[config.mk]
export PLATFORM = sky130hd
export DESIGN_NAME = sprite_rle_decoder
export DESIGN_NICKNAME = d
export VERILOG_FILES = /design/src/rtl/core/srd_pkg.sv /design/src/rtl/core/srd_queue.sv /design/src/rtl/core/srd_exec.sv /design/src/rtl/core/sprite_rle_decoder.sv
export SDC_FILE = /design/constraint.sdc
export NUM_CORES = 1
export LEC_CHECK = 0
export ABC_AREA = 1
export BUFFER_PORTS_ARGS = -buffer_cell sky130_fd_sc_hd__buf_4
export CAP_MARGIN = 20
export CORE_ASPECT_RATIO = 0.8
export CORE_MARGIN = 2
export CORE_UTILIZATION = 65
export DETAILED_ROUTE_END_ITERATION = 16
export GPL_TIMING_DRIVEN = 1
export PLACE_DENSITY = 0.9
export RECOVER_POWER = 50
export SYNTH_ARGS = -nofsm -noshare
export SYNTH_HDL_FRONTEND = slang
export SYNTH_SLANG_ARGS = --single-unit
[constraint.sdc]
create_clock -name i_clk -period 10.6 [get_ports i_clk]
set_input_delay 0.53 -clock i_clk [delete_from_list [all_inputs] [get_ports i_clk]]
set_output_delay 0.53 -clock i_clk [all_outputs]
set_load 0.01 [all_outputs]
[src/rtl/core/srd_pkg.sv]
// Shared types and constants for the sprite run-length decoder.
// No dependencies; imported by every module in rtl/core.
package srd_pkg;

    // Input beat: one byte of run-length pixel data
    typedef struct packed {
        logic [7:0] data_byte;
        logic       last_byte;
    } t_in_beat;

    // Output beat: one pixel write and/or a frame end marker
    typedef struct packed {
        logic       pixel_valid;
        logic [9:0] pixel_index;
        logic [7:0] red;
        logic [7:0] green;
        logic [7:0] blue;
        logic       frame_end;
    } t_out_beat;

    // Width of the pixel index carried on the output
    localparam int unsigned PIX_IDX_W = 10;

    // Byte queue between front and back
    localparam int unsigned Q_DEPTH = 4;
    localparam int unsigned Q_AW    = 2;
    localparam int unsigned Q_CW    = 3;

endpackage

[src/rtl/core/srd_queue.sv]
// Front end of the sprite decoder: accepts byte beats into a short queue.
// Depends on srd_pkg for the beat type and queue sizing.
module srd_queue (
    input  logic             i_clk,
    input  logic             i_rst_n,
    input  logic             i_push_valid,
    output logic             o_push_ready,
    input  srd_pkg::t_in_beat i_push_data,
    output logic             o_pop_valid,
    input  logic             i_pop,
    output srd_pkg::t_in_beat o_pop_data
);
    import srd_pkg::*;

    t_in_beat          r_mem [Q_DEPTH];
    logic [Q_AW-1:0]   r_wr_ptr;
    logic [Q_AW-1:0]   r_rd_ptr;
    logic [Q_CW-1:0]   r_count;
    logic [Q_AW-1:0]   n_wr_ptr;
    logic [Q_AW-1:0]   n_rd_ptr;
    logic [Q_CW-1:0]   n_count;
    logic              push;
    logic              pop;

    assign o_push_ready = (r_count != Q_CW'(Q_DEPTH));
    assign o_pop_valid  = (r_count != '0);
    assign o_pop_data   = r_mem[r_rd_ptr];

    assign push = i_push_valid && o_push_ready;
    assign pop  = i_pop && o_pop_valid;

    // Advance pointers and occupancy
    always_comb begin
        n_wr_ptr = push ? r_wr_ptr + 1'b1 : r_wr_ptr;
        n_rd_ptr = pop  ? r_rd_ptr + 1'b1 : r_rd_ptr;
        n_count  = r_count;
        if (push && !pop) begin
            n_count = r_count + 1'b1;
        end else if (pop && !push) begin
            n_count = r_count - 1'b1;
        end
    end

    always_ff @(posedge i_clk) begin
        if (!i_rst_n) begin
            r_wr_ptr <= '0;
            r_rd_ptr <= '0;
            r_count  <= '0;
        end else begin
            r_wr_ptr <= n_wr_ptr;
            r_rd_ptr <= n_rd_ptr;
            r_count  <= n_count;
        end
    end

    // Store the incoming beat
    always_ff @(posedge i_clk) begin
        if (push) begin
            r_mem[r_wr_ptr] <= i_push_data;
        end
    end

    // Occupancy stays within the queue depth
    a_count_bound: assert property (@(posedge i_clk) disable iff (!i_rst_n)
        r_count <= Q_CW'(Q_DEPTH))
        else $error("queue occupancy beyond depth");

    // A push into an empty queue makes it non-empty next cycle
    a_push_visible: assert property (@(posedge i_clk) disable iff (!i_rst_n)
        (push && (r_count == '0)) |=> o_pop_valid)
        else $error("pushed beat not visible");

    // Pointer distance tracks occupancy
    a_ptr_count: assert property (@(posedge i_clk) disable iff (!i_rst_n)
        (r_wr_ptr - r_rd_ptr) == r_count[Q_AW-1:0])
        else $error("queue pointers disagree with count");

endmodule

[src/rtl/core/srd_exec.sv]
// Back end of the sprite decoder: walks the run-length fields and
// registers pixel writes and frame ends. Depends on srd_pkg.
module srd_exec #(
    parameter int unsigned IMAGE_PIXELS = 1024
) (
    input  logic              i_clk,
    input  logic              i_rst_n,
    input  logic              i_beat_valid,
    output logic              o_beat_pop,
    input  srd_pkg::t_in_beat i_beat,
    output logic              o_out_valid,
    input  logic              i_out_ready,
    output srd_pkg::t_out_beat o_out_data
);
    import srd_pkg::*;

    localparam int unsigned POS_W = $clog2(IMAGE_PIXELS + 1);
    localparam int unsigned SUM_W = ((POS_W > 16) ? POS_W : 16) + 1;
    localparam logic [POS_W-1:0] IMG_END = POS_W'(IMAGE_PIXELS);

    typedef enum logic [2:0] {
        PH_TLO = 3'd0,
        PH_THI = 3'd1,
        PH_CLO = 3'd2,
        PH_CHI = 3'd3,
        PH_RED = 3'd4,
        PH_GRN = 3'd5,
        PH_BLU = 3'd6
    } t_phase;

    t_phase            r_phase,     n_phase;
    logic [7:0]        r_count_low, n_count_low;
    logic [15:0]       r_colored,   n_colored;
    logic [POS_W-1:0]  r_pos,       n_pos;
    logic [7:0]        r_red,       n_red;
    logic [7:0]        r_green,     n_green;
    logic              r_out_valid, n_out_valid;
    t_out_beat         r_out,       n_out;

    logic              pop;
    logic              active;
    logic              wrote;
    logic [15:0]       beat_count;
    logic [SUM_W-1:0]  skip_sum;
    logic [15:0]       colored_dec;
    logic [POS_W+PIX_IDX_W-1:0] pos_ext;

    assign pop        = i_beat_valid && (!r_out_valid || i_out_ready);
    assign o_beat_pop = pop;
    assign active     = (r_pos < IMG_END);
    assign beat_count = {i_beat.data_byte, r_count_low};
    assign skip_sum   = SUM_W'(r_pos) + SUM_W'(beat_count);
    assign colored_dec = r_colored - 16'd1;
    assign pos_ext    = {{PIX_IDX_W{1'b0}}, r_pos};

    // Decode the beat against the current field
    always_comb begin
        n_phase     = r_phase;
        n_count_low = r_count_low;
        n_colored   = r_colored;
        n_pos       = r_pos;
        n_red       = r_red;
        n_green     = r_green;
        wrote       = 1'b0;

        if (pop && active) begin
            case (r_phase)
                PH_THI: begin
                    // Saturate the skip at the image end
                    if (skip_sum > SUM_W'(IMAGE_PIXELS)) begin
                        n_pos = IMG_END;
                    end else begin
                        n_pos = skip_sum[POS_W-1:0];
                    end
                    n_phase = PH_CLO;
                end
                PH_CLO: begin
                    n_count_low = i_beat.data_byte;
                    n_phase     = PH_CHI;
                end
                PH_CHI: begin
                    n_colored = beat_count;
                    n_phase   = (beat_count != 16'd0) ? PH_RED : PH_TLO;
                end
                PH_RED: begin
                    n_red   = i_beat.data_byte;
                    n_phase = PH_GRN;
                end
                PH_GRN: begin
                    n_green = i_beat.data_byte;
                    n_phase = PH_BLU;
                end
                PH_BLU: begin
                    wrote     = 1'b1;
                    n_pos     = r_pos + 1'b1;
                    n_colored = colored_dec;
                    n_phase   = (colored_dec != 16'd0) ? PH_RED : PH_TLO;
                end
                default: begin
                    n_count_low = i_beat.data_byte;
                    n_phase     = PH_THI;
                end
            endcase
        end

        // Drop partial fields at the end of the sprite
        if (pop && i_beat.last_byte) begin
            n_phase     = PH_TLO;
            n_count_low = '0;
            n_colored   = '0;
            n_pos       = '0;
            n_red       = '0;
            n_green     = '0;
        end
    end

    // Load or drain the output register
    always_comb begin
        n_out_valid = r_out_valid && !i_out_ready;
        n_out       = r_out;
        if (pop && (wrote || i_beat.last_byte)) begin
            n_out_valid       = 1'b1;
            n_out.pixel_valid = wrote;
            n_out.pixel_index = wrote ? pos_ext[PIX_IDX_W-1:0] : '0;
            n_out.red         = wrote ? r_red : '0;
            n_out.green       = wrote ? r_green : '0;
            n_out.blue        = wrote ? i_beat.data_byte : '0;
            n_out.frame_end   = i_beat.last_byte;
        end
    end

    always_ff @(posedge i_clk) begin
        if (!i_rst_n) begin
            r_phase     <= PH_TLO;
            r_count_low <= '0;
            r_colored   <= '0;
            r_pos       <= '0;
            r_red       <= '0;
            r_green     <= '0;
            r_out_valid <= 1'b0;
        end else begin
            r_phase     <= n_phase;
            r_count_low <= n_count_low;
            r_colored   <= n_colored;
            r_pos       <= n_pos;
            r_red       <= n_red;
            r_green     <= n_green;
            r_out_valid <= n_out_valid;
        end
    end

    // Hold the result payload
    always_ff @(posedge i_clk) begin
        r_out <= n_out;
    end

    assign o_out_valid = r_out_valid;
    assign o_out_data  = r_out;

    // Position never passes the image end
    a_pos_bound: assert property (@(posedge i_clk) disable iff (!i_rst_n)
        r_pos <= IMG_END)
        else $error("write position beyond image");

    // A last beat returns the decoder to the start of a sprite
    a_last_resets: assert property (@(posedge i_clk) disable iff (!i_rst_n)
        (pop && i_beat.last_byte) |=> ((r_phase == PH_TLO) && (r_pos == '0)))
        else $error("state not cleared after last beat");

    // A colored phase always has triples left
    a_colored_live: assert property (@(posedge i_clk) disable iff (!i_rst_n)
        ((r_phase == PH_RED) || (r_phase == PH_GRN) || (r_phase == PH_BLU))
        |-> (r_colored != 16'd0))
        else $error("colored phase with empty run");

    // Never pop while a held result is stalled
    a_no_overwrite: assert property (@(posedge i_clk) disable iff (!i_rst_n)
        (r_out_valid && !i_out_ready) |-> !pop)
        else $error("result overwritten while stalled");

endmodule

[src/rtl/core/sprite_rle_decoder.sv]
// Top level of the sprite run-length decoder: byte queue feeding the
// field decoder. Depends on srd_pkg, srd_queue and srd_exec.
//
//  channel | direction | payload              | handshake
//  --------+-----------+----------------------+--------------------------
//  in      | input     | t_in_beat  (9 bits)  | i_in_valid / o_in_ready
//  out     | output    | t_out_beat (36 bits) | o_out_valid / i_out_ready
//
// One byte beat per cycle sustained while out is not stalled; a result passes
// through a queue slot, then the output register, before it is valid on out.
// The four-entry byte queue keeps accepting, until full, while a result waits on out.
// A stalled out channel holds its result and the decoder stops popping.
// Reset is synchronous, active low, and clears queue and decoder state.
module sprite_rle_decoder #(
    parameter int unsigned IMAGE_PIXELS = 1024
) (
    input  logic               i_clk,
    input  logic               i_rst_n,
    input  logic               i_in_valid,
    output logic               o_in_ready,
    input  srd_pkg::t_in_beat  i_in_data,
    output logic               o_out_valid,
    input  logic               i_out_ready,
    output srd_pkg::t_out_beat o_out_data
);
    import srd_pkg::*;

    logic     q_valid;
    logic     q_pop;
    t_in_beat q_data;

    // Front: accept beats
    srd_queue u_queue (
        .i_clk        (i_clk),
        .i_rst_n      (i_rst_n),
        .i_push_valid (i_in_valid),
        .o_push_ready (o_in_ready),
        .i_push_data  (i_in_data),
        .o_pop_valid  (q_valid),
        .i_pop        (q_pop),
        .o_pop_data   (q_data)
    );

    // Back: decode fields and emit pixels
    srd_exec #(
        .IMAGE_PIXELS (IMAGE_PIXELS)
    ) u_exec (
        .i_clk        (i_clk),
        .i_rst_n      (i_rst_n),
        .i_beat_valid (q_valid),
        .o_beat_pop   (q_pop),
        .i_beat       (q_data),
        .o_out_valid  (o_out_valid),
        .i_out_ready  (i_out_ready),
        .o_out_data   (o_out_data)
    );

endmodule
==> impl_metrics.tcl <==
set metrics [dict create \
    outcome "completed" \
    endpoint_kind "flip-flop" \
    cts-root-to-sink-buffers 2 \
    post-cts-setup-buffer-count 0 \
    synthesized_instance_count 874 \
    final.fill_count 749 \
    worst-slew-pin-transition_ns 1.256 \
    grt_setup_unrepaired "no" \
    clkLatencyLatePin_ns 0.42 \
    grt.total_usage_pct 30.41 \
    timing.reg2reg.setup_slack_ns 6.29 \
    fin_worst_hold_slack_ns 0.3744 \
    cts.htree.levels 4 \
    part_of_the_total_power_dissipated_in_combinational_logic_pct 39.6 \
    cp-start-kind "flip-flop" \
    detail_route.iter0.violations 721 \
    post-place-ws_ns 7.248 \
    syn_area_um2 6974 \
    antenna_found_initial 0 \
    timing.rr.end "u_exec.r_pos[0]" \
    worst_slack_ns 6.286 \
    grt_pass1_vias 5684 \
    drc 0 \
    hold_fails_final_rpt 0 \
    detail_route.wl_per_cell_um 15.95 \
    grt_start_max_net_pins 49 \
    nets_in_the_synthesized_netlist 908 \
    detail_route.wirelength_um 17160 \
    timing.clock.skew_ns 0.009011 \
    io_buffers 50 \
    clockPowerShare_pct 25.5 \
    multi_input_gate_area_in_the_final_layout_um2 2940 \
    crit_path_max_fanout 19 \
    maxCapViolCount 0 \
    tritoncts_num_sinks 136 \
    synthToLayoutAreaGrowth_pct 12.49 \
    netlist_top_cells_count "sky130_fd_sc_hd__nand2_1 (187), sky130_fd_sc_hd__inv_1 (121), sky130_fd_sc_hd__nor2_1 (111)" \
    global_route.overflow_total 0 \
    pwr_density_cell_nw_per_um2 282.4 \
    width_of_the_die_um 119.8 \
    period_needed_ns 4.314 \
    r2r_cells 18 \
    category_of_the_critical_setup_timing_path "reg2reg" \
    cts-resized-gates 0 \
    critPathArrivalTime_ns 4.66 \
    worst_setup_path_end "u_exec.r_pos[0]" \
    report.final.setup_viol 0 \
    cts_inserted_buffers 17 \
    drive_gt1_share_pct 7.051 \
    synth_top_cell_area_share_pct 31.00 \
    final_net_count 957 \
    finalSetupTns_ns 0 \
    clock_tree_from_tritoncts "done" \
    finalWeightedCongestion 0.9387 \
    netlist.top_cell.by_area "sky130_fd_sc_hd__edfxtp_1" \
    core_region_area_um2 10360 \
    cell_internal_pwr_w 0.001275 \
    post_synth_cell_types 40 \
    fin_area_um2 7845 \
    synth_seq_cells 136 \
    holdCritPathClass "in2reg" \
    synth_most_common_cell "sky130_fd_sc_hd__nand2_1" \
    placed_area_um2 7465 \
    core.rowCount 33 \
    floorplan.initialDensity_pct 67.29 \
    dieArea_um2 11580 \
    layout_worst_path_cycle_share_pct 40.70 \
    vias 6084 \
    ys_warn_count 0 \
    root_driver "sky130_fd_sc_hd__clkbuf_16" \
    clkSlewWorstSetupHoldPaths_ns 0.06 \
    ys.flop_type "sky130_fd_sc_hd__edfxtp_1" \
    regArea_um2 3443 \
    power.leakage_nw 3.332 \
    yosysSeqAreaShare_pct 49.37 \
    max_freq_ghz 0.2318 \
    worst-endpoint-required_ns 10.94 \
    route.antenna.remaining_nets 0 \
    die_height_um 96.65 \
    ir_worst_vdd_mv 0.2100 \
    drt-pass1-iter-count 5 \
    timing.max_slew.rel_slack_pct 16.14 \
    vias_per_cell 5.654 \
    yosys-top-cells-area "sky130_fd_sc_hd__edfxtp_1 (31%), sky130_fd_sc_hd__dfxtp_1 (18%), sky130_fd_sc_hd__nand2_1 (10%)" \
    maxSlewViolCount 0 \
    grt_pass1_wl_um 27620 \
    sequentialPowerShare_pct 35.0 \
    antenna_cells_inserted 0 \
    cts-hold-fix-buffers 0 \
    floorplan.io_pins 51 \
    detailed_place_hpwl_um 11610 \
    postSynth.asyncResetShare_pct 0 \
    synth_edf_count 72 \
    power.net_switching_w 0.0009408 \
    netSwitchingFraction_pct 42.47 \
    avgSynthCellArea_um2 7.980 \
]
## logic make-up after synthesis
family | synth area share [%]
adder cells (fa/ha/maj) | 3.983
XOR/XNOR | 1.381
flip-flops | 49.37
AO/OA/AOI/OAI | 12.15
AND/OR/NAND/NOR | 24.42
buffers and inverters | 8.701
## flip-flops by register name, indices dropped and copies added, names as in the netlist, 8 cells and up, named ones only
| register | cells |
|---|---|
| u_exec.r_count_low | 8 |
| u_exec.o_out_data | 36 |
| u_exec.r_pos | 11 |
| u_queue.r_mem | 36 |
| u_exec.r_green | 8 |
| u_exec.r_red | 8 |
| u_exec.r_colored | 16 |
## per-stage QoR
step           utilization, %  cells  total power (W)
2_1_floorplan               -    874         0.001390
3_5_place_dp            72.03   1044         0.001677
4_1_cts                 77.46   1076         0.002247
3_3_place_gp            71.83   1043         0.001638
5_1_grt                 75.70   1076         0.002335
6_report                75.70   1076         0.002215
## how the worst min path moves through the flow
stage | startpoint | endpoint | slack [ns] | cells past startpoint
floorplan | u_exec.r_green[0] | u_exec.r_green[0] | 0.43 | 2
global placement | u_exec.r_green[3] | u_exec.r_green[3] | 0.44 | 2
detailed placement | u_exec.r_green[3] | u_exec.r_green[3] | 0.45 | 2
CTS | i_in_data[7] | u_queue.r_mem[2][7] | 0.30 | 1
global route | i_in_data[3] | u_queue.r_mem[1][3] | 0.38 | 1
finish | i_rst_n | u_exec.o_out_valid | 0.37 | 3
## power by group through the flow
stage	clock, W	combinational (W)	sequential (W)
2_1_floorplan	0	0.000596	0.000794
3_3_place_gp	0	0.000854	0.000783
3_5_place_dp	0	0.000894	0.000783
4_1_cts	0.000565	0.000908	0.000775
5_1_grt	0.000586	0.000964	0.000785
6_report	0.000564	0.000876	0.000775
## cell usage in the layout, fill, tap and decap left out, types with 5 or more instances in the layout
master,count
sky130_fd_sc_hd__ha_1,19
sky130_fd_sc_hd__nand2_2,5
sky130_fd_sc_hd__nand2_1,187
sky130_fd_sc_hd__o21ai_0,58
sky130_fd_sc_hd__inv_1,124
sky130_fd_sc_hd__nor2_1,111
sky130_fd_sc_hd__edfxtp_1,72
sky130_fd_sc_hd__nor3_1,7
sky130_fd_sc_hd__buf_4,6
sky130_fd_sc_hd__clkbuf_16,17
sky130_fd_sc_hd__dfxtp_1,64
sky130_fd_sc_hd__a21oi_1,69
sky130_fd_sc_hd__o21ai_1,10
sky130_fd_sc_hd__clkbuf_1,49
sky130_fd_sc_hd__a31oi_1,11
sky130_fd_sc_hd__xor2_1,7
sky130_fd_sc_hd__nand3_1,57
## final cells by class
class                           instances  share of cell area (%)
Clock buffer                           20                   5.694
Clock inverter                         12                   1.483
Inverter                              128                   6.140
Multi-Input combinational cell        586                   37.48
Sequential cell                       136                   43.89
Tap cell                              140                   2.233
Timing Repair Buffer                   54                   3.078
## layer usage
metal	routed length, µm	track usage [%]	vias up
li1	-	-	2957
met1	7111	40.40	2750
met2	7960	48.53	315
met3	1470	5.719	62
met4	616	13.94	0
met5	0	0	-
## worst max-delay path: stages, from the launching register on
cell,delay (ns)
sky130_fd_sc_hd__dfxtp_1,0.73
sky130_fd_sc_hd__clkinvlp_2,0.84
sky130_fd_sc_hd__nand2_1,0.26
sky130_fd_sc_hd__nand3_1,0.10
sky130_fd_sc_hd__nand2_1,0.23
sky130_fd_sc_hd__inv_1,0.14
sky130_fd_sc_hd__ha_1,0.43
sky130_fd_sc_hd__nand2_1,0.15
sky130_fd_sc_hd__nor2_1,0.18
sky130_fd_sc_hd__nand3_1,0.14
sky130_fd_sc_hd__nand3_1,0.16
sky130_fd_sc_hd__nand2_2,0.09
sky130_fd_sc_hd__nor2_2,0.09
sky130_fd_sc_hd__nand2_1,0.07
sky130_fd_sc_hd__nand2_1,0.07
sky130_fd_sc_hd__nand2_2,0.07
sky130_fd_sc_hd__nor2_4,0.24
sky130_fd_sc_hd__nand3_1,0.11
sky130_fd_sc_hd__a21oi_1,0.15
Note: power is estimated with default switching activity, not from simulation.
